`src/dbpc_pkg.sv`:
```
// ----------------------------------------------------------------------------
// dbpc_pkg
// shared types and constants of the dual button press classifier
// ----------------------------------------------------------------------------
package dbpc_pkg;

  localparam int TIME_W  = 32;  // millisecond timestamp width
  localparam int CFG_W   = 16;  // configuration register width
  localparam int CFG_IDX_W = 2; // configuration index width
  localparam int EV_W    = 3;   // event code width
  localparam int QLVL_W  = 3;   // reported queue level width
  localparam int NUM_BTN = 2;

  // ring queue of events, one slot always kept free
  localparam int RING_DEPTH = 8;
  localparam int RING_PTR_W = (RING_DEPTH > 1) ? $clog2(RING_DEPTH) : 1;
  localparam int RING_LVL_W = RING_PTR_W + 1;

  // decoupling queue between front and back
  localparam int FIFO_DEPTH = 2;
  localparam int FIFO_PTR_W = (FIFO_DEPTH > 1) ? $clog2(FIFO_DEPTH) : 1;
  localparam int FIFO_CNT_W = $clog2(FIFO_DEPTH + 1);

  // configuration register indexes
  localparam logic [CFG_IDX_W-1:0] CFG_DEBOUNCE   = CFG_IDX_W'(0);
  localparam logic [CFG_IDX_W-1:0] CFG_LONG_PRESS = CFG_IDX_W'(1);

  // event codes
  localparam logic [EV_W-1:0] EV_NONE         = EV_W'(0);
  localparam logic [EV_W-1:0] EV_FIRST_SHORT  = EV_W'(1);
  localparam logic [EV_W-1:0] EV_FIRST_LONG   = EV_W'(2);
  localparam logic [EV_W-1:0] EV_SECOND_SHORT = EV_W'(3);
  localparam logic [EV_W-1:0] EV_SECOND_LONG  = EV_W'(4);

  typedef logic [EV_W-1:0]   ev_code_t;
  typedef logic [TIME_W-1:0] ms_time_t;
  typedef logic [CFG_W-1:0]  cfg_val_t;

  // one classified poll: the event of each button and the pop request
  typedef struct packed {
    ev_code_t ev_first;
    ev_code_t ev_second;
    logic     pop;
  } dbpc_item_t;

  // configuration seen by the front
  typedef struct packed {
    cfg_val_t debounce;
    cfg_val_t long_press;
  } dbpc_cfg_t;

endpackage

```
`src/dbpc_front.sv`:
```
// ----------------------------------------------------------------------------
// dbpc_front
// debounces both buttons and classifies short and long presses per poll
// ----------------------------------------------------------------------------
module dbpc_front (
  input  logic                clk,
  input  logic                rst_n,
  input  logic                accept,
  input  dbpc_pkg::dbpc_cfg_t cfg,
  input  dbpc_pkg::ms_time_t  now_ms,
  input  logic [1:0]          pressed_raw,
  input  logic                pop_request,
  output dbpc_pkg::dbpc_item_t item
);
  import dbpc_pkg::*;

  logic [NUM_BTN-1:0] raw_r, raw_nxt;
  logic [NUM_BTN-1:0] stable_r, stable_nxt;
  logic [NUM_BTN-1:0] long_sent_r, long_sent_nxt;
  ms_time_t           edge_r [NUM_BTN];
  ms_time_t           edge_nxt [NUM_BTN];
  ms_time_t           press_r [NUM_BTN];
  ms_time_t           press_nxt [NUM_BTN];
  ev_code_t           ev [NUM_BTN];

  always_comb begin
    for (int b = 0; b < NUM_BTN; b++) begin
      logic     raw_chg;
      logic     deb_ok;
      logic     stab_chg;
      logic     to_press;
      logic     to_release;
      logic     short_hit;
      logic     long_mid;
      logic     long_hit;
      ms_time_t db_diff;
      ms_time_t lp_diff;

      raw_chg     = pressed_raw[b] != raw_r[b];
      raw_nxt[b]  = pressed_raw[b];
      edge_nxt[b] = raw_chg ? now_ms : edge_r[b];

      // a fresh edge has zero elapsed time
      db_diff  = now_ms - edge_r[b];
      deb_ok   = raw_chg ? (cfg.debounce == '0)
                         : (db_diff >= TIME_W'(cfg.debounce));
      stab_chg = deb_ok && (stable_r[b] != pressed_raw[b]);

      to_press   = stab_chg && pressed_raw[b];
      to_release = stab_chg && !pressed_raw[b];
      short_hit  = to_release && !long_sent_r[b];

      stable_nxt[b] = stab_chg ? pressed_raw[b] : stable_r[b];
      press_nxt[b]  = to_press ? now_ms : press_r[b];
      long_mid      = to_press ? 1'b0 : long_sent_r[b];

      // press that just became stable has zero held time
      lp_diff  = now_ms - press_r[b];
      long_hit = stable_nxt[b] && !long_mid &&
                 (to_press ? (cfg.long_press == '0)
                           : (lp_diff >= TIME_W'(cfg.long_press)));
      long_sent_nxt[b] = long_mid | long_hit;

      if (short_hit) begin
        ev[b] = (b == 0) ? EV_FIRST_SHORT : EV_SECOND_SHORT;
      end else if (long_hit) begin
        ev[b] = (b == 0) ? EV_FIRST_LONG : EV_SECOND_LONG;
      end else begin
        ev[b] = EV_NONE;
      end
    end
  end

  assign item.ev_first  = ev[0];
  assign item.ev_second = ev[1];
  assign item.pop       = pop_request;

  always_ff @(posedge clk) begin
    if (!rst_n) begin
      raw_r       <= '0;
      stable_r    <= '0;
      long_sent_r <= '0;
      for (int b = 0; b < NUM_BTN; b++) begin
        edge_r[b]  <= '0;
        press_r[b] <= '0;
      end
    end else if (accept) begin
      raw_r       <= raw_nxt;
      stable_r    <= stable_nxt;
      long_sent_r <= long_sent_nxt;
      for (int b = 0; b < NUM_BTN; b++) begin
        edge_r[b]  <= edge_nxt[b];
        press_r[b] <= press_nxt[b];
      end
    end
  end

endmodule

```
`src/dbpc_fifo.sv`:
```
// ----------------------------------------------------------------------------
// dbpc_fifo
// short queue of classified polls between front and back
// ----------------------------------------------------------------------------
module dbpc_fifo (
  input  logic                 clk,
  input  logic                 rst_n,
  input  logic                 push,
  input  dbpc_pkg::dbpc_item_t push_item,
  output logic                 full,
  input  logic                 pop,
  output logic                 valid,
  output dbpc_pkg::dbpc_item_t pop_item
);
  import dbpc_pkg::*;

  dbpc_item_t            slot_r [FIFO_DEPTH];
  logic [FIFO_PTR_W-1:0] wr_ptr_r, wr_ptr_nxt;
  logic [FIFO_PTR_W-1:0] rd_ptr_r, rd_ptr_nxt;
  logic [FIFO_CNT_W-1:0] count_r, count_nxt;

  function automatic logic [FIFO_PTR_W-1:0] ptr_inc(input logic [FIFO_PTR_W-1:0] p);
    ptr_inc = (p == FIFO_PTR_W'(FIFO_DEPTH - 1)) ? '0 : p + 1'b1;
  endfunction

  assign full     = count_r == FIFO_CNT_W'(FIFO_DEPTH);
  assign valid    = count_r != '0;
  assign pop_item = slot_r[rd_ptr_r];

  always_comb begin
    wr_ptr_nxt = push ? ptr_inc(wr_ptr_r) : wr_ptr_r;
    rd_ptr_nxt = pop ? ptr_inc(rd_ptr_r) : rd_ptr_r;
    count_nxt  = count_r;
    if (push && !pop) begin
      count_nxt = count_r + 1'b1;
    end else if (pop && !push) begin
      count_nxt = count_r - 1'b1;
    end
  end

  always_ff @(posedge clk) begin
    if (!rst_n) begin
      wr_ptr_r <= '0;
      rd_ptr_r <= '0;
      count_r  <= '0;
    end else begin
      wr_ptr_r <= wr_ptr_nxt;
      rd_ptr_r <= rd_ptr_nxt;
      count_r  <= count_nxt;
    end
  end

  always_ff @(posedge clk) begin
    if (push) begin
      slot_r[wr_ptr_r] <= push_item;
    end
  end

  // no push into a full queue and no pop from an empty one
  a_no_overflow: assert property (@(posedge clk) disable iff (!rst_n)
    full |-> !push) else $error("push into full queue");
  a_no_underflow: assert property (@(posedge clk) disable iff (!rst_n)
    !valid |-> !pop) else $error("pop from empty queue");
  a_count_bound: assert property (@(posedge clk) disable iff (!rst_n)
    count_r <= FIFO_CNT_W'(FIFO_DEPTH)) else $error("queue count out of range");

endmodule

```
`src/dbpc_back.sv`:
```
// ----------------------------------------------------------------------------
// dbpc_back
// event ring queue: pushes the classified events, serves pops, registers result
// ----------------------------------------------------------------------------
module dbpc_back (
  input  logic                 clk,
  input  logic                 rst_n,
  input  logic                 item_valid,
  input  dbpc_pkg::dbpc_item_t item,
  output logic                 item_take,
  output logic                 out_valid,
  input  logic                 out_ready,
  output dbpc_pkg::ev_code_t   out_event_code,
  output logic [dbpc_pkg::QLVL_W-1:0] out_queue_level
);
  import dbpc_pkg::*;

  typedef logic [RING_PTR_W-1:0] ring_ptr_t;

  ev_code_t          ring_r [RING_DEPTH];
  ring_ptr_t         head_r, head_nxt;
  ring_ptr_t         tail_r, tail_nxt;
  logic              out_valid_r;
  ev_code_t          out_code_r, out_code_nxt;
  logic [QLVL_W-1:0] out_level_r, out_level_nxt;

  logic              first_ok, second_ok, pop_hit;
  ring_ptr_t         tail_mid;
  logic [RING_LVL_W-1:0] level;

  function automatic ring_ptr_t ring_inc(input ring_ptr_t p);
    ring_inc = (p == RING_PTR_W'(RING_DEPTH - 1)) ? '0 : p + 1'b1;
  endfunction

  assign item_take = item_valid && (!out_valid_r || out_ready);

  always_comb begin
    // first button event, then second, each dropped when the ring is full
    first_ok  = (item.ev_first != EV_NONE) && (ring_inc(tail_r) != head_r);
    tail_mid  = first_ok ? ring_inc(tail_r) : tail_r;
    second_ok = (item.ev_second != EV_NONE) && (ring_inc(tail_mid) != head_r);
    tail_nxt  = second_ok ? ring_inc(tail_mid) : tail_mid;

    pop_hit  = item.pop && (head_r != tail_nxt);
    head_nxt = pop_hit ? ring_inc(head_r) : head_r;

    // an empty ring hands back the event pushed in the same transaction
    if (!pop_hit) begin
      out_code_nxt = EV_NONE;
    end else if (head_r == tail_r) begin
      out_code_nxt = first_ok ? item.ev_first : item.ev_second;
    end else begin
      out_code_nxt = ring_r[head_r];
    end

    if (tail_nxt >= head_nxt) begin
      level = RING_LVL_W'(tail_nxt) - RING_LVL_W'(head_nxt);
    end else begin
      level = RING_LVL_W'(tail_nxt) + RING_LVL_W'(RING_DEPTH) - RING_LVL_W'(head_nxt);
    end
    out_level_nxt = QLVL_W'(level);
  end

  always_ff @(posedge clk) begin
    if (!rst_n) begin
      head_r      <= '0;
      tail_r      <= '0;
      out_valid_r <= 1'b0;
    end else begin
      if (item_take) begin
        head_r      <= head_nxt;
        tail_r      <= tail_nxt;
        out_valid_r <= 1'b1;
      end else if (out_ready) begin
        out_valid_r <= 1'b0;
      end
    end
  end

  always_ff @(posedge clk) begin
    if (item_take) begin
      out_code_r  <= out_code_nxt;
      out_level_r <= out_level_nxt;
      if (first_ok) begin
        ring_r[tail_r] <= item.ev_first;
      end
      if (second_ok) begin
        ring_r[tail_mid] <= item.ev_second;
      end
    end
  end

  assign out_valid       = out_valid_r;
  assign out_event_code  = out_code_r;
  assign out_queue_level = out_level_r;

  a_no_pop_no_event: assert property (@(posedge clk) disable iff (!rst_n)
    item_take && !item.pop |=> out_code_r == EV_NONE)
    else $error("event returned without pop request");
  a_head_moves_on_pop: assert property (@(posedge clk) disable iff (!rst_n)
    item_take && !item.pop |=> head_r == $past(head_r))
    else $error("ring head moved without pop");
  a_code_range: assert property (@(posedge clk) disable iff (!rst_n)
    out_valid_r |-> (out_code_r == EV_NONE || out_code_r == EV_FIRST_SHORT ||
                     out_code_r == EV_FIRST_LONG || out_code_r == EV_SECOND_SHORT ||
                     out_code_r == EV_SECOND_LONG))
    else $error("invalid event code on output");

endmodule

```
`src/dual_button_press_classifier.sv`:
```
// ----------------------------------------------------------------------------
// dual_button_press_classifier
// debounces two buttons, classifies short and long presses, queues events
// ----------------------------------------------------------------------------
//
//  channel  direction  handshake               payload
//  in_      input      in_valid / in_ready     now_ms, first/second_pressed_raw,
//                                              pop_request
//  out_     output     out_valid / out_ready   event_code, queue_level
//  cfg_     input      cfg_wr_en (no wait)     cfg_index, cfg_wdata
//
//  one transaction per cycle sustained while out_ready stays high; a poll
//  reaches its result through the registered path below
//  (front -> two-entry queue -> back output register)
//  the front takes a poll whenever the queue has room; the back drains it
//  whenever the output register is empty or being taken
//  synchronous active-low reset clears button state, ring pointers, queue
//  and configuration (debounce 50 ms, long press 1000 ms)
//  ring contents are not reset; only entries that were written get popped
//
module dual_button_press_classifier (
  input  logic                              clk,
  input  logic                              rst_n,
  // configuration writes
  input  logic                              cfg_wr_en,
  input  logic [dbpc_pkg::CFG_IDX_W-1:0]    cfg_index,
  input  logic [dbpc_pkg::CFG_W-1:0]        cfg_wdata,
  // poll input
  input  logic                              in_valid,
  output logic                              in_ready,
  input  logic [dbpc_pkg::TIME_W-1:0]       in_now_ms,
  input  logic                              in_first_pressed_raw,
  input  logic                              in_second_pressed_raw,
  input  logic                              in_pop_request,
  // results
  output logic                              out_valid,
  input  logic                              out_ready,
  output logic [dbpc_pkg::EV_W-1:0]         out_event_code,
  output logic [dbpc_pkg::QLVL_W-1:0]       out_queue_level
);
  import dbpc_pkg::*;

  cfg_val_t   debounce_r;
  cfg_val_t   long_press_r;
  dbpc_cfg_t  cfg;

  logic       fifo_full;
  logic       in_accept;
  dbpc_item_t front_item;
  logic       fifo_valid;
  dbpc_item_t fifo_item;
  logic       back_take;

  // writes beyond the defined registers are ignored
  always_ff @(posedge clk) begin
    if (!rst_n) begin
      debounce_r   <= CFG_W'(50);
      long_press_r <= CFG_W'(1000);
    end else if (cfg_wr_en) begin
      unique case (cfg_index)
        CFG_DEBOUNCE:   debounce_r   <= cfg_wdata;
        CFG_LONG_PRESS: long_press_r <= cfg_wdata;
        default: ;
      endcase
    end
  end

  assign cfg.debounce   = debounce_r;
  assign cfg.long_press = long_press_r;

  // a poll is taken as soon as the decoupling queue has room
  assign in_ready  = !fifo_full;
  assign in_accept = in_valid && in_ready;

  // front: debounce and press classification, state updated per transaction
  dbpc_front u_front (
    .clk         (clk),
    .rst_n       (rst_n),
    .accept      (in_accept),
    .cfg         (cfg),
    .now_ms      (in_now_ms),
    .pressed_raw ({in_second_pressed_raw, in_first_pressed_raw}),
    .pop_request (in_pop_request),
    .item        (front_item)
  );

  // queue between classification and ring handling
  dbpc_fifo u_fifo (
    .clk       (clk),
    .rst_n     (rst_n),
    .push      (in_accept),
    .push_item (front_item),
    .full      (fifo_full),
    .pop       (back_take),
    .valid     (fifo_valid),
    .pop_item  (fifo_item)
  );

  // back: event ring pushes, pop, registered result
  dbpc_back u_back (
    .clk             (clk),
    .rst_n           (rst_n),
    .item_valid      (fifo_valid),
    .item            (fifo_item),
    .item_take       (back_take),
    .out_valid       (out_valid),
    .out_ready       (out_ready),
    .out_event_code  (out_event_code),
    .out_queue_level (out_queue_level)
  );

endmodule

```
`config.mk`:
```
export PLATFORM = sky130hd
export DESIGN_NAME = dual_button_press_classifier
export DESIGN_NICKNAME = d
export VERILOG_FILES = /design/src/dbpc_pkg.sv /design/src/dbpc_front.sv /design/src/dbpc_fifo.sv /design/src/dbpc_back.sv /design/src/dual_button_press_classifier.sv
export SDC_FILE = /design/constraint.sdc
export NUM_CORES = 1
export LEC_CHECK = 0
export ABC_AREA = 1
export BUFFER_PORTS_ARGS = -buffer_cell sky130_fd_sc_hd__buf_2
export CAP_MARGIN = 10
export CORE_MARGIN = 2
export CORE_UTILIZATION = 50
export CTS_CLUSTER_DIAMETER = 30
export DETAILED_ROUTE_END_ITERATION = 6
export GPL_ROUTABILITY_DRIVEN = 0
export MAX_ROUTING_LAYER = met4
export PLACE_DENSITY = 0.66
export SLEW_MARGIN = 15
export SYNTH_ARGS = -nofsm -noshare
export SYNTH_HDL_FRONTEND = slang
export SYNTH_HIERARCHICAL = 1
export SYNTH_SLANG_ARGS = --single-unit
export TNS_END_PERCENT = 20
```
`constraint.sdc`:
```
create_clock -name clk -period 7.5 [get_ports clk]
set_input_delay 2.25 -clock clk [delete_from_list [all_inputs] [get_ports clk]]
set_output_delay 2.25 -clock clk [all_outputs]
set_load 0.005 [all_outputs]
```
# Yosys cells after proc, flatten, opt, wreduce, memory -nomap -nowiden
# Memory sizes are Yosys's and may differ from the RTL's. A register that Yosys moved wholly into a read port is not among the register bits.
# Index checks and enable logic that the tools add are counted.
# classes
add_sub_neg,14
n_lt_le_gt_ge,5
n_eq_ne,13
muxes,50
bitwise_logic,6
n_reduce_logical,40
# op_table
cell,n
two-way mux 32 bit,8
>= comparator 32 x 16 -> 1 bit,4
subtractor 32 bit,4
two-way mux 3 bit,14
logical NOT 16 bit,2
two-way mux 1 bit,25
logical AND 1 bit,19
"adder 3 x 1 -> 3 bit, second input constant",4
logical NOT 1 bit,10
"equality test 3 bit, second input constant",3
!= test 3 bit,3
two-way mux 2 bit,3
OR 1 bit,6
nonzero test 2 bit,3
nonzero test 3 bit,2
subtractor 3 bit,2
!= test 1 bit,4
AND reduction 2 bit,2
equality test 3 bit,1
>= comparator 3 bit,1
"adder 1 bit, second input constant",2
"adder 2 x 1 -> 2 bit, second input constant",1
"equality test 2 x 1 -> 1 bit, second input constant",1
"equality test 2 bit, second input constant",1
other kinds (3),3
# totals
regBits,55
ramBits,166
in_bits,58
output_inout_bits,8
wordCells,145
mem_count,4
# memory_table
name,words,width,rd,rd_ports_with_merged_regs,write_ports,line_no,rtl
u_front.edge_r,2,32,2,0,2,dbpc_front.sv:20,ms_time_t edge_r [NUM_BTN];
u_front.press_r,2,32,2,0,2,dbpc_front.sv:22,ms_time_t press_r [NUM_BTN];
u_back.ring_r,8,3,1,1,2,dbpc_back.sv:20,ev_code_t ring_r [RING_DEPTH];
u_fifo.slot_r,2,7,1,1,1,dbpc_fifo.sv:17,dbpc_item_t slot_r [FIFO_DEPTH];

# Logic depth before layout (Yosys ltp)
# Gate-level depths: netlist (run 1).
# logic_depth
ltp_word,15
mapped_depth,32
depth_no_buf,31

# Cells and area by module
# Netlist (run 1), hierarchy kept.
# modules_own_cells
mod,n_inst,cells_per_inst,area_each_um2,seq_area_each_um2
dbpc_front,1,2538,15945.3,3963.8
dbpc_back,1,321,2612.5,1101.1
dual_button_press_classifier,1,194,1366.3,640.6
dbpc_fifo,1,55,739.5,520.5

# Worst setup path after synthesis (run 1)
# Ideal clock, no wire load.
# synth_timing
path_type,input port to flip-flop
startpoint,in in_now_ms[0] in the netlist's numbering
endpoint,"mem u_front/press_r[0][0] in the netlist's numbering, enable pin"
setup_time_ps,389
t_arrival_ps,5319
t_required_ps,7111
path_slack_ps,1792
path_stages,25
path_buffers,0
cell_sequence,inv_1 -> ha_1 -> fa_1 -> inv_1 -> nand2_1 -> nand2_1 -> nand3_1 -> nand2_2 -> nand2_1 -> nand2_2 -> xor2_1 -> ha_1 -> a21oi_1 -> nor3_1 -> nor3b_1 -> nand2_1 -> nor2_1 -> nand3_1 -> nor2_1 -> nand2_1 -> nor2_2 -> nand2_2 -> nand4_1 -> or2_1 -> nand2_1
# synth_lines
element,line_no,rtl
from (decl),dual_button_press_classifier.sv:31,"input logic [dbpc_pkg::TIME_W-1:0] in_now_ms,"
to (decl),dbpc_front.sv:22,

==> results by group, run 1 <==
Drt
  – Initial drt markers: ~2.0k
  – Routed len/inst: ~17 um
  – First-pass DRT Iterations: 6
  – Routed vias/inst: approximately 5.3
  – Detailed Route WL: roughly 62000 um
  – Via count: roughly 20k
  – DRC viols: 0
  – Final ANT Viol Nets: 0

Placed design
  – Setup WS pre-CTS: around 1.4 ns
  – Port bufs: 65
  – Cell count after placement: ~3.7k
  – Dpl cell area: 21500 um2
  – Placed wire-length estimate: slightly above 50000 um

Worst hold path
  – Min-delay worst type: flop to flop

Setup path
  – Worst Setup SP: in_now_ms[0]
  – Reg2reg start: u_back/tail_r[0]
  – WP data required: 7.69 ns
  – Worst reg2reg path endpoint: u_back/out_queue_level[2]
  – Crit path DAT: between 5 and 6 ns
  – Worst Setup End Kind: flop
  – CP max FO: 32
  – Worst Reg-to-Reg Cells: 26
  – Cell mode on critical path: nand2_1
  – Critical Path Start Type: input pin
  – Slowest stage delay, CP: approximately 0.41 ns
  – FF-to-FF setup slack: approximately 2.9 ns
  – Crit path kind: input pin to flop
  – Critical-path top delay cell: fa_1
  – Setup crit end: u_front/press_r[0][13]

Clock network
  – TritonCTS clock tree: built
  – Clock tree root buffer cell: clkbuf_16
  – Clock sinks: ~230
  – # H-tree levels: 2
  – Post-CTS Setup Repair Bufs: 0
  – Number of hold buffers added after cts: 0
  – CTS Buf Count: between 50 and 60
  – Clock buffer depth: 3
  – Clock Latency Late Sink: roughly 0.59 ns
  – Resize count post-CTS: 0
  – Clk slew on worst S/H paths: roughly 0.040 ns

Finish
  – Area Growth Syn to Fin: 12.6%
  – N_diodes: 0
  – Layout Nets: around 3.5k
  – Final Core Density: ~57%
  – Share of layout cells above drive strength 1: 8.36%
  – Fin area: between 20000 and 25000 um2
  – Filler cells: ~4k
  – Finished Layout Cells: 3775

Die
  – Die area: around 43000 um2
  – Initial core utilization: 50.6%
  – Die H: 207 um
  – Top Ports: 66
  – Core Box Area: slightly above 40000 um2
  – Num rows: 74
  – DIE WIDTH: about 210 um

Logic synthesis
  – Mapped Cells: 3108
  – Asr flop ratio synth: 0%
  – Most used DFF post-synth: edfxtp_1
  – Synth unique cells: 52
  – Seq/Total Area, Yosys: a little under a third
  – Dominant cell by count in the synthesized netlist: nand2_1
  – Synth warnings: 6
  – Yosys reg bits: ~230
  – Share of the synthesized area in the top cell type: 25.0%
  – Yosys top cell by area: edfxtp_1
  – Top cells by count, synth: 933 x nand2_1, 641 x inv_1, 316 x nor2_1
  – Synth area leaders: edfxtp_1 25%, nand2_1 17%, ha_1 12%, inv_1 12%, nor2_1 5.7%
  – Synth Net Count: roughly 3.4k
  – Post-synth EDFFs: between 150 and 200
  – Mapped cell area: between 20000 and 25000 um2
  – Average size of a mapped cell: between 6 and 7 um2

GRT
  – Gr usage total: 29.2%
  – Number of global-route vias before repair: 18.3k
  – Grt total ovfl: 0
  – Antenna violations before repair: 0
  – Largest net degree at the start of global routing: between 40 and 50
  – First-pass GRT wire length: 97200 um

Pwr
  – Power Total: roughly 7.4 mW
  – Peak VDD IR: around 0.38 mV
  – Leakage: 12.2 nW
  – PwrDens: around 320 nW/um2

STA
  – Fin crit share: between 70% and 80%
  – Skew final: about 0.054 ns
  – Final setup violating endpoints: 0
  – Final slew viol count: 0
  – Setup Total Neg Slack: 0 ns
  – RSZ-0062 raised after global routing: false
  – Final Hold Viols: 0
  – Min Clock Period, post-route: around 5.5 ns
  – Peak Freq: between 150 and 200 MHz
  – Rel. slew slack: 23.4%
  – Worst hold slack: approximately 0.49 ns
  – Tightest Pin Transition: around 1.1 ns
  – Setup ws final: roughly 2.0 ns

Outcome
  – Outcome: complete, no violations

Run
  – Max-cap violation count: 0
==> layout by cell type (no fill, tap or decap), drive strengths merged, types with 10 or more instances in the layout <==
cell type	count
nor3	40
nand4	47
buf	71
dfxtp	53
nand2	978
ha	195
nand3	181
o21bai	22
nand3b	11
nor2	337
a21oi	158
clkinv	25
clkbuf	58
o21ai	95
edfxtp	172
nor4	10
xor2	61
inv	659
==> routing by layer <==
| metal | share of wire [%] | global-route usage, % |
|---|---|---|
| met4 | 3.5 | 10.5 |
| met2 | 45 | 46.0 |
| met1 | 43 | 38.1 |
| met3 | 8.2 | 4.54 |
| met5 | 0 | - |
==> worst min path at each step <==
stage | from | endpoint | cells past startpoint
after floorplan | long_press_r[5] | long_press_r[5] | 2
after global placement | u_back/out_valid | u_back/out_valid | 2
after detailed placement | long_press_r[6] | long_press_r[6] | 2
after CTS | u_front/long_sent_r[1] | u_front/long_sent_r[1] | 2
after global routing | u_front/long_sent_r[1] | u_front/long_sent_r[1] | 2
final | u_back/out_valid | u_back/out_valid | 2
==> flip-flops by register name, indices dropped and copies added (netlist names), named ones only <==
| name | count |
|---|---|
| u_fifo/count_r | 2 |
| u_fifo/rd_ptr_r | 1 |
| u_back/head_r | 3 |
| u_back/out_queue_level | 3 |
| u_back/ring_r | 24 |
| u_front/edge_r | 64 |
| long_press_r | 16 |
| u_back/out_valid | 1 |
| u_front/raw_r | 2 |
| debounce_r | 16 |
| u_front/long_sent_r | 2 |
| u_front/stable_r | 2 |
| u_fifo/slot_r | 14 |
| u_back/out_event_code | 3 |
| u_front/press_r | 64 |
| u_back/tail_r | 3 |
| u_fifo/wr_ptr_r | 1 |
==> cells by family (layout without fill, tap and decap cells) <==
group                      after synthesis  after routing  synth area share (%)
other                                    1              1                0.0181
DFF                                    225            225                  30.1
buffers and inverters                  690            825                  13.0
and+or+nand+nor                       1612           1612                  33.3
xor gates and xnor gates                70             70                  2.97
muxes                                    7              7                 0.381
AOI/OAI and AO/OA                      304            304                  8.08
adders and majority gates              199            199                  12.2
==> worst max-delay path, delay by kind of cell <==
family / cells / cell delay [ns]
AOI/OAI and AO/OA: 1 / 0.06
xor gates and xnor gates: 1 / 0.18
adders and majority gates: 3 / 0.87
buffers and inverters: 4 / 0.74
and+or+nand+nor: 18 / 1.61
==> report_power, final <==
part / switching, mW / internal (mW)
logic: 2.25 / 1.10
registers: 0.137 / 1.67
clock network: 0.746 / 1.47
total: 3.13 / 4.25
==> final cells by class <==
class	count	area, um2	share of cell area, %
Clock inverter	39	422	1.81
Sequential cell	225	6230	26.8
Timing Repair Buffer	71	370	1.59
Clock buffer	58	1350	5.78
Multi-Input combinational cell	2193	11800	50.6
Inverter	657	2470	10.6
Tap cell	532	666	2.86
(Power assumes the default switching activity.)
==> inputs of run 2 (changes only) <==
--- a/config.mk
+++ b/config.mk
@@ -5,7 +5,7 @@
 export SDC_FILE = /design/constraint.sdc
 export NUM_CORES = 1
 export LEC_CHECK = 0
-export ABC_AREA = 1
+export ABC_AREA = 0
 export BUFFER_PORTS_ARGS = -buffer_cell sky130_fd_sc_hd__buf_2
 export CAP_MARGIN = 10
 export CORE_MARGIN = 2
@@ -14,7 +14,7 @@
 export DETAILED_ROUTE_END_ITERATION = 6
 export GPL_ROUTABILITY_DRIVEN = 0
 export MAX_ROUTING_LAYER = met4
-export PLACE_DENSITY = 0.66
+export PLACE_DENSITY = 0.69
 export SLEW_MARGIN = 15
 export SYNTH_ARGS = -nofsm -noshare
 export SYNTH_HDL_FRONTEND = slang
==> constraint.sdc (replaced) <==
create_clock -name clk -period 5 [get_ports clk]
set_input_delay 1.5 -clock clk [delete_from_list [all_inputs] [get_ports clk]]
set_output_delay 1.5 -clock clk [all_outputs]
set_load 0.005 [all_outputs]
==> run 2 against run 1 <==
Against the previous run:
- the flow now finishes with violations (negative setup slack)
- clock skew shrank 0.032 ns
- via count decreased by 12%
- setup slack worse by 2.6 ns
- first-iteration DRC count fell by 14%
- critical path type unchanged
- synthesized area fell by 9.7%
- synthesized cell count down 34%
- critical endpoint is now u_fifo/slot_r[0][5]
==> results by group, run 2 <==
Clock network
  – Clock buffer depth: 3 (unchanged)
  – Clock Latency Late Sink: 0.59 ns (about the same)
  – Clock sinks: 225 (unchanged)
  – CTS Buf Count: 55 (+5.8%)
  – # H-tree levels: 2 (unchanged)
  – Clock tree root buffer cell: clkbuf_16
  – Clk slew on worst S/H paths: 0.05 ns (about the same)
  – TritonCTS clock tree: built

Finish
  – Layout Nets: 2650 (-23%)
  – Final Core Density: 66.0% (+9.0 points)
  – Most common cell after layout, fill and taps aside: buf_4
  – Largest regs: u_front/edge_r: 64 flops, u_front/press_r: 64 flops, u_back/ring_r: 24 flops
  – Share of layout cells above drive strength 1: 27.0% (+19 points)
  – Area Growth Syn to Fin: 29.7%
  – Filler cells: 2869 (-28%)
  – Most frequent cells in the layout: 296 x buf_4, 208 x inv_1, 180 x ha_1, 174 x nand2_1, 172 x edfxtp_1

Drt
  – Initial drt markers: 1692 (-14%)
  – First-pass DRT Iterations: 6 (unchanged)
  – Routed len/inst: 19.6 um (+19%)
  – Detailed Route WL: 57100 um (-8.6%)
  – Routed vias/inst: 6.05 (+14%)
  – Final ANT Viol Nets: 0 (unchanged)
  – Via count: 17.6k (-12%)
  – DRC viols: 0 (unchanged)

STA
  – Final setup violating endpoints: 78 (+78)
  – Setup ws final: -0.670 ns (-2.62 ns)
  – Fin crit share: 113%
  – Skew final: 0.0227 ns (-0.0315 ns)
  – Min Clock Period, post-route: between 5 and 6 ns
  – Rel. slew slack: 49.8% (+26 points)
  – Setup Total Neg Slack: -35.78 ns (-35.78 ns)
  – Tightest Pin Transition: 0.752 ns (-0.392 ns)
  – Peak Freq: ~180 MHz
  – RSZ-0062 raised after global routing: true
  – Final Hold Viols: 0 (unchanged)
  – Final slew viol count: 0 (unchanged)

Setup path
  – Crit path kind: input pin to flop
  – Critical-path top delay cell: or4b_4
  – FF-to-FF setup slack: 0.03 ns (-2.87 ns)
  – CP max FO: 3 (-91%)
  – Crit path DAT: 6.01 ns (+0.27 ns)
  – Slowest stage delay, CP: 0.56 ns (+0.15 ns)
  – Worst Setup End Kind: flop
  – Critical Path Start Type: input pin
  – WP data required: 5.34 ns (-2.35 ns)

Die
  – Top Ports: 66 (unchanged)
  – Die area: 38900 um2 (-9.5%)
  – Core Box Area: 36700 um2 (-10%)
  – Die H: 197 um (-4.9%)
  – DIE WIDTH: 197 um (-4.9%)
  – Initial core utilization: 50.9% (+0.26 points)
  – Num rows: 70 (-5.4%)

Outcome
  – Outcome: finished, violations left
  – Violations in the final reports: negative setup slack

Pwr
  – PwrDens: 449 nW/um2 (+42%)
  – Comb pwr share: 43.5% (-1.9 points)
  – Leakage: 10.4 nW (-15%)
  – Net Switching: 3.93 mW (+26%)
  – Peak VDD IR: 0.348 mV (-8.1%)
  – Int Pwr: 6.94 mW (+63%)
  – Sequential Power Share: 23.0% (-1.5 points)
  – Sw frac: 36.1% (-6.3 points)
  – Clock Power Share: 33.5% (+3.4 points)

Logic synthesis
  – Yosys top cell by area: edfxtp_1
  – Top cells by count, synth: 212 x inv_1, 195 x ha_1, 176 x nand2_1
  – Synth area leaders: edfxtp_1 28%, ha_1 13%, dfxtp_1 5.7%, a21oi_1 4.4%, inv_1 4.3%
  – Synth warnings: 6 (unchanged)
  – Yosys reg bits: 225 (unchanged)
  – Dominant cell by count in the synthesized netlist: inv_1
  – Synth unique cells: 118 (+130%)
  – Mapped Cells: 2039 (-34%)
  – Seq/Total Area, Yosys: 33.4% (+3.2 points)
  – Average size of a mapped cell: 9.15 um2 (+38%)
  – Post-synth EDFFs: 172 (unchanged)
  – Synth Net Count: 2296 (-32%)
  – Most used DFF post-synth: edfxtp_1
  – Share of the synthesized area in the top cell type: 27.7% (+2.7 points)
  – Asr flop ratio synth: 0% (unchanged)
  – Mapped cell area: 18700 um2 (-9.7%)

GRT
  – Largest net degree at the start of global routing: 71 (+45%)
  – First-pass GRT wire length: 88300 um (-9.2%)
  – Gr usage total: 29.7% (+0.50 points)
  – Grt total ovfl: 0 (unchanged)
  – Number of global-route vias before repair: 17.1k (-6.8%)
  – Antenna violations before repair: 3 (+3)

Worst hold path
  – Min-delay worst type: flop to flop

Placed design
  – Placed wire-length estimate: 42800 um (-16%)
  – Port bufs: 65 (unchanged)
  – Setup WS pre-CTS: -1.65 ns (-3.06 ns)

Run
  – Max-cap violation count: 0 (unchanged)
run 2: changes by cell type after synthesis, sizes merged, moves of 28 or more:
cell / change
nand2b: +28
xnor2: +47
and3: +44
clkbuf: +37
nor2b: +30
inv: -444
mux2i: +47
mux2: +28
nand3: -149
a21o: +44
nand2: -802
nor2: -232
run 2: layer usage:
layer  part of all wire, %  vias up  global-route usage (%)
met5                     0        -                       -
met2                    46      799                    47.5
met3                   7.3      183                    3.38
met4                   3.7        0                    11.6
li1                      -     8242                       -
met1                    43     8392                    38.7
run 2: final timing paths:
kind	startpoint	endpoint	depth (start not counted)
min	debounce_r[2]	debounce_r[2]	2
min reg2reg	debounce_r[2]	debounce_r[2]	2
max	in_now_ms[0]	u_fifo/slot_r[0][5]	25
max reg2reg	u_back/tail_r[0]	u_back/out_queue_level[2]	22
run 2: timing repair:
action	CTS	global route
setup buffers	15	12
gates cloned	2	0
setup endpoints to repair	79	79
hold buffers	0	0
pin swaps	25	39
resized for setup	66	45
run 2: through the flow:
step	total power [mW]	area [um2]	cells	hold WS (ns)
6_report	10.9	24200	2910	0.484
5_1_grt	11.4	24200	2910	0.506
2_1_floorplan	5.39	18800	2039	0.440
3_5_place_dp	6.87	21500	2781	0.460
4_1_cts	10.7	24000	2902	0.479
3_3_place_gp	6.73	21500	2781	0.459
run 2: kinds of logic after synthesis:
family	synth area share [%]
AOI/OAI and AO/OA	20.3
xor gates and xnor gates	4.54
adders and majority gates	13.5
buffers and inverters	6.37
DFF	33.4
muxes	5.40
other	0.0201
and+or+nand+nor	16.5
run 2: layout make-up:
cell class / instances / area [um2] / area share (%)
clock inverter: 44 / 467 / 1.93
inverter: 213 / 816 / 3.37
antenna: 2 / 5.00 / 0.0207
clock buffer: 60 / 1460 / 6.03
multi-input combinational: 1521 / 11800 / 48.8
timing repair buffer: 377 / 2850 / 11.8
tap: 468 / 586 / 2.42
sequential: 225 / 6230 / 25.7
run 2: power by group through the flow:
| stage | combinational, mW | clock, mW | sequential [mW] |
|---|---|---|---|
| finish | 4.73 | 3.64 | 2.50 |
| global route | 5.14 | 3.78 | 2.52 |
| CTS | 4.52 | 3.68 | 2.50 |
| detailed placement | 4.34 | 0 | 2.52 |
| global placement | 4.22 | 0 | 2.51 |
| floorplan | 2.91 | 0 | 2.48 |
run 2: critical path, delay by kind of cell:
kind	cells	cell delay (ns)
AO/OA/AOI/OAI	9	1.55
buffers and inverters	4	0.38
XOR/XNOR	1	0.06
adder cells (fa/ha/maj)	3	0.82
AND/OR/NAND/NOR	8	1.67
==> inputs of run 3 (changes only) <==
--- a/config.mk
+++ b/config.mk
@@ -8,13 +8,13 @@
 export ABC_AREA = 0
 export BUFFER_PORTS_ARGS = -buffer_cell sky130_fd_sc_hd__buf_2
 export CAP_MARGIN = 10
+export CORE_ASPECT_RATIO = 1.5
 export CORE_MARGIN = 2
-export CORE_UTILIZATION = 50
+export CORE_UTILIZATION = 40
 export CTS_CLUSTER_DIAMETER = 30
 export DETAILED_ROUTE_END_ITERATION = 6
 export GPL_ROUTABILITY_DRIVEN = 0
 export MAX_ROUTING_LAYER = met4
-export PLACE_DENSITY = 0.69
 export SLEW_MARGIN = 15
 export SYNTH_ARGS = -nofsm -noshare
 export SYNTH_HDL_FRONTEND = slang
==> run 3 against run 2 <==
Against the previous run:
- the run still ends with negative setup slack left
- non-clock buffer count grew 28
- register-to-register slack worse by 0.23 ns
- clock power fell by 28%
- setup slack got worse by 0.23 ns
- first-iteration DRC count down 34%
- power is 8.4% lower
- routed wire length is 4.2% higher
- sequential cell count unchanged
- cell area shrank 1.6%
- count of clock-buffer cells in the layout decreased by 21
- largest power group unchanged
==> results by group, run 3 (synthesized netlist as in run 2, its figures left out) <==
Outcome
  – Outcome: finished, violations left
  – Violations in the final reports: negative setup slack

Drt
  – Routed len/inst: 19.6 um (+0.14%)
  – Routed vias/inst: 5.68 (-6.1%)
  – DRC viols: 0 (unchanged)
  – Final ANT Viol Nets: 0 (unchanged)
  – Detailed Route WL: 59500 um (+4.2%)
  – Initial drt markers: 1117 (-34%)
  – Via count: 17.2k (-2.3%)
  – First-pass DRT Iterations: 6 (unchanged)

STA
  – RSZ-0062 raised after global routing: true
  – Skew final: 0.0184 ns (-0.00430 ns)
  – Final Hold Viols: 0 (unchanged)
  – Rel. slew slack: 41.0% (-8.7 points)
  – Peak Freq: 169 MHz (-3.9%)
  – Fin crit share: 118% (+4.7 points)
  – Min Clock Period, post-route: 5.90 ns (+0.233 ns)
  – Setup Total Neg Slack: -25.56 ns (+10.22 ns)
  – Final slew viol count: 0 (unchanged)
  – Tightest Pin Transition: 0.882 ns (+0.130 ns)
  – Final setup violating endpoints: 78 (unchanged)
  – Setup ws final: -0.903 ns (-0.233 ns)

Pwr
  – Sw frac: 37.9% (+1.8 points)
  – Int Pwr: 6.18 mW (-11%)
  – Sequential Power Share: 25.1% (+2.1 points)
  – PwrDens: 418 nW/um2 (-6.9%)
  – Net Switching: 3.77 mW (-3.9%)
  – Comb pwr share: 48.7% (+5.2 points)
  – Clock Power Share: 26.3% (-7.2 points)
  – Leakage: 10.3 nW (-1.5%)
  – Peak VDD IR: 0.210 mV (-40%)

Setup path
  – CP Cell Sequence: buf_12 > inv_16 > ha_4 > inv_2 > fa_2 > a21oi_4 > nor2_2 > o31ai_4 > a21boi_2 > or4b_4 > nand2_2 > xnor2_1 > ha_1 > a21oi_2 > a21boi_2 > a2111oi_2 > o311ai_1 > a2111oi_1 > o211ai_1 > nor3_2 > nand4_1 > or4_4 > nor4_4 > nor2_1
  – Critical-path top delay cell: or4b_4
  – Cell mode on critical path: a21boi_2
  – Worst Setup End Kind: flop
  – CP max FO: 3 (unchanged)
  – Reg2reg start: u_front/press_r[0][0]
  – Slowest stage delay, CP: 0.56 ns (about the same)
  – WP data required: 5.27 ns (-0.07 ns)
  – Worst Setup SP: in_now_ms[0]
  – Crit path kind: input pin to flop
  – Critical Path Start Type: input pin
  – Crit path DAT: 6.17 ns (+0.16 ns)

Placed design
  – Port bufs: 65 (unchanged)
  – Placed wire-length estimate: 47600 um (+11%)
  – Setup WS pre-CTS: -1.77 ns (-0.127 ns)
  – Dpl cell area: 21900 um2 (+1.6%)

GRT
  – Largest net degree at the start of global routing: 40 (-44%)
  – Antenna violations before repair: 1 (-2)
  – First-pass GRT wire length: 92000 um (+4.2%)
  – Grt total ovfl: 0 (unchanged)
  – Number of global-route vias before repair: 17.7k (+3.5%)
  – Gr usage total: 24.6% (-5.1 points)

Clock network
  – # H-tree levels: 2 (unchanged)
  – Clock Latency Late Sink: 0.54 ns (-0.05 ns)
  – Clock tree root buffer cell: clkbuf_16
  – Clock sinks: 225 (unchanged)
  – Clock buffer depth: 3 (unchanged)
  – CTS Buf Count: 38 (-31%)
  – Clk slew on worst S/H paths: 0.06 ns (about the same)
  – TritonCTS clock tree: built

Worst hold path
  – Min-delay worst type: flop to flop
  – Hold wc startpoint: u_front/long_sent_r[0]

Finish
  – Most common cell after layout, fill and taps aside: buf_4
  – Fin area: 23800 um2 (-1.6%)
  – Area Growth Syn to Fin: 27.7%
  – Largest regs: u_front/edge_r: 64 flops, u_front/press_r: 64 flops, u_back/ring_r: 24 flops
  – N_diodes: 0 (-2)
  – Most frequent cells in the layout: 327 x buf_4, 208 x inv_1, 187 x ha_1, 175 x nand2_1, 172 x edfxtp_1
  – Share of layout cells above drive strength 1: 26.7% (-0.39 points)
  – Layout Nets: 2661 (+0.42%)

Run
  – Max-cap violation count: 0 (unchanged)

Die
  – Core Box Area: 46400 um2 (+26%)
  – Top Ports: 66 (unchanged)
  – Num rows: 97 (+39%)
  – Initial core utilization: 40.3% (-11 points)
  – Die H: 269 um (+36%)
  – DIE WIDTH: 180 um (-8.5%)
  – Die area: 48400 um2 (+25%)
[run 3: cell types whose count changed in the layout (fill, tap and decap cells not counted), moves of 3 or more]
cell / change
clkinv_8: +3
clkinv_2: -3
ha_4: -5
clkinvlp_4: -5
ha_1: +7
clkbuf_16: -17
bufinv_16: -3
buf_4: +31
clkinv_1: -4
[run 3: critical path, delay by kind of cell]
| family | cells | cell delay, ns |
|---|---|---|
| AO/OA/AOI/OAI | 9 | 1.75 |
| buffers and inverters | 3 | 0.19 |
| XOR/XNOR | 1 | 0.13 |
| AND/OR/NAND/NOR | 8 | 1.84 |
| adder cells (fa/ha/maj) | 3 | 0.79 |
[run 3: final timing paths]
path                                                to  slack [ns]  depth (start not counted)
worst max-delay path               u_fifo/slot_r[1][5]       -0.90                         24
worst min-delay path            u_front/long_sent_r[0]        0.47                          2
worst max register to register     u_fifo/slot_r[1][5]       -0.20                         22
worst min register to register  u_front/long_sent_r[0]        0.47                          2
[run 3: layout make-up]
| class | count | area [um2] |
|---|---|---|
| fillers | 4318 | 22500 |
| clock buffers | 39 | 976 |
| repair buffers | 405 | 3020 |
| multi-input cells | 1521 | 11700 |
| well taps | 594 | 743 |
| flip-flops and latches | 225 | 6230 |
| inverters | 213 | 816 |
| clock inverters | 31 | 330 |
[run 3: per-layer routing]
metal	track usage (%)	up-vias	part of all wire (%)
li1	-	8253	-
met1	25.1	8262	38
met2	46.8	506	53
met3	2.39	193	4.0
met4	12.3	0	5.8
met5	-	-	0
[run 3: power groups by stage]
stage	registers [mW]	clock network [mW]	logic, mW
6_report	2.50	2.62	4.84
3_5_place_dp	2.53	0	4.56
5_1_grt	2.52	2.74	5.27
4_1_cts	2.49	2.66	4.70
3_3_place_gp	2.52	0	4.46
2_1_floorplan	2.48	0	2.91
[run 3: timing repair]
action,in CTS,in global routing
setup buffers,17,7
hold buffers,0,0
gates resized for setup,62,29
endpoints found under the setup margin,79,79
cloned,0,2
pin swaps,45,37
[run 3: stage by stage]
stage / std cells / power, mW / utilization (%) / hold WS, ns
4_1_cts: 3020 / 9.86 / 50.9 / 0.470
5_1_grt: 3028 / 10.5 / 51.4 / 0.501
3_5_place_dp: 2934 / 7.09 / 47.2 / 0.462
3_3_place_gp: 2934 / 6.98 / 47.2 / 0.452
6_report: 3028 / 9.95 / 51.4 / 0.471
2_1_floorplan: 2039 / 5.39 / - / 0.440
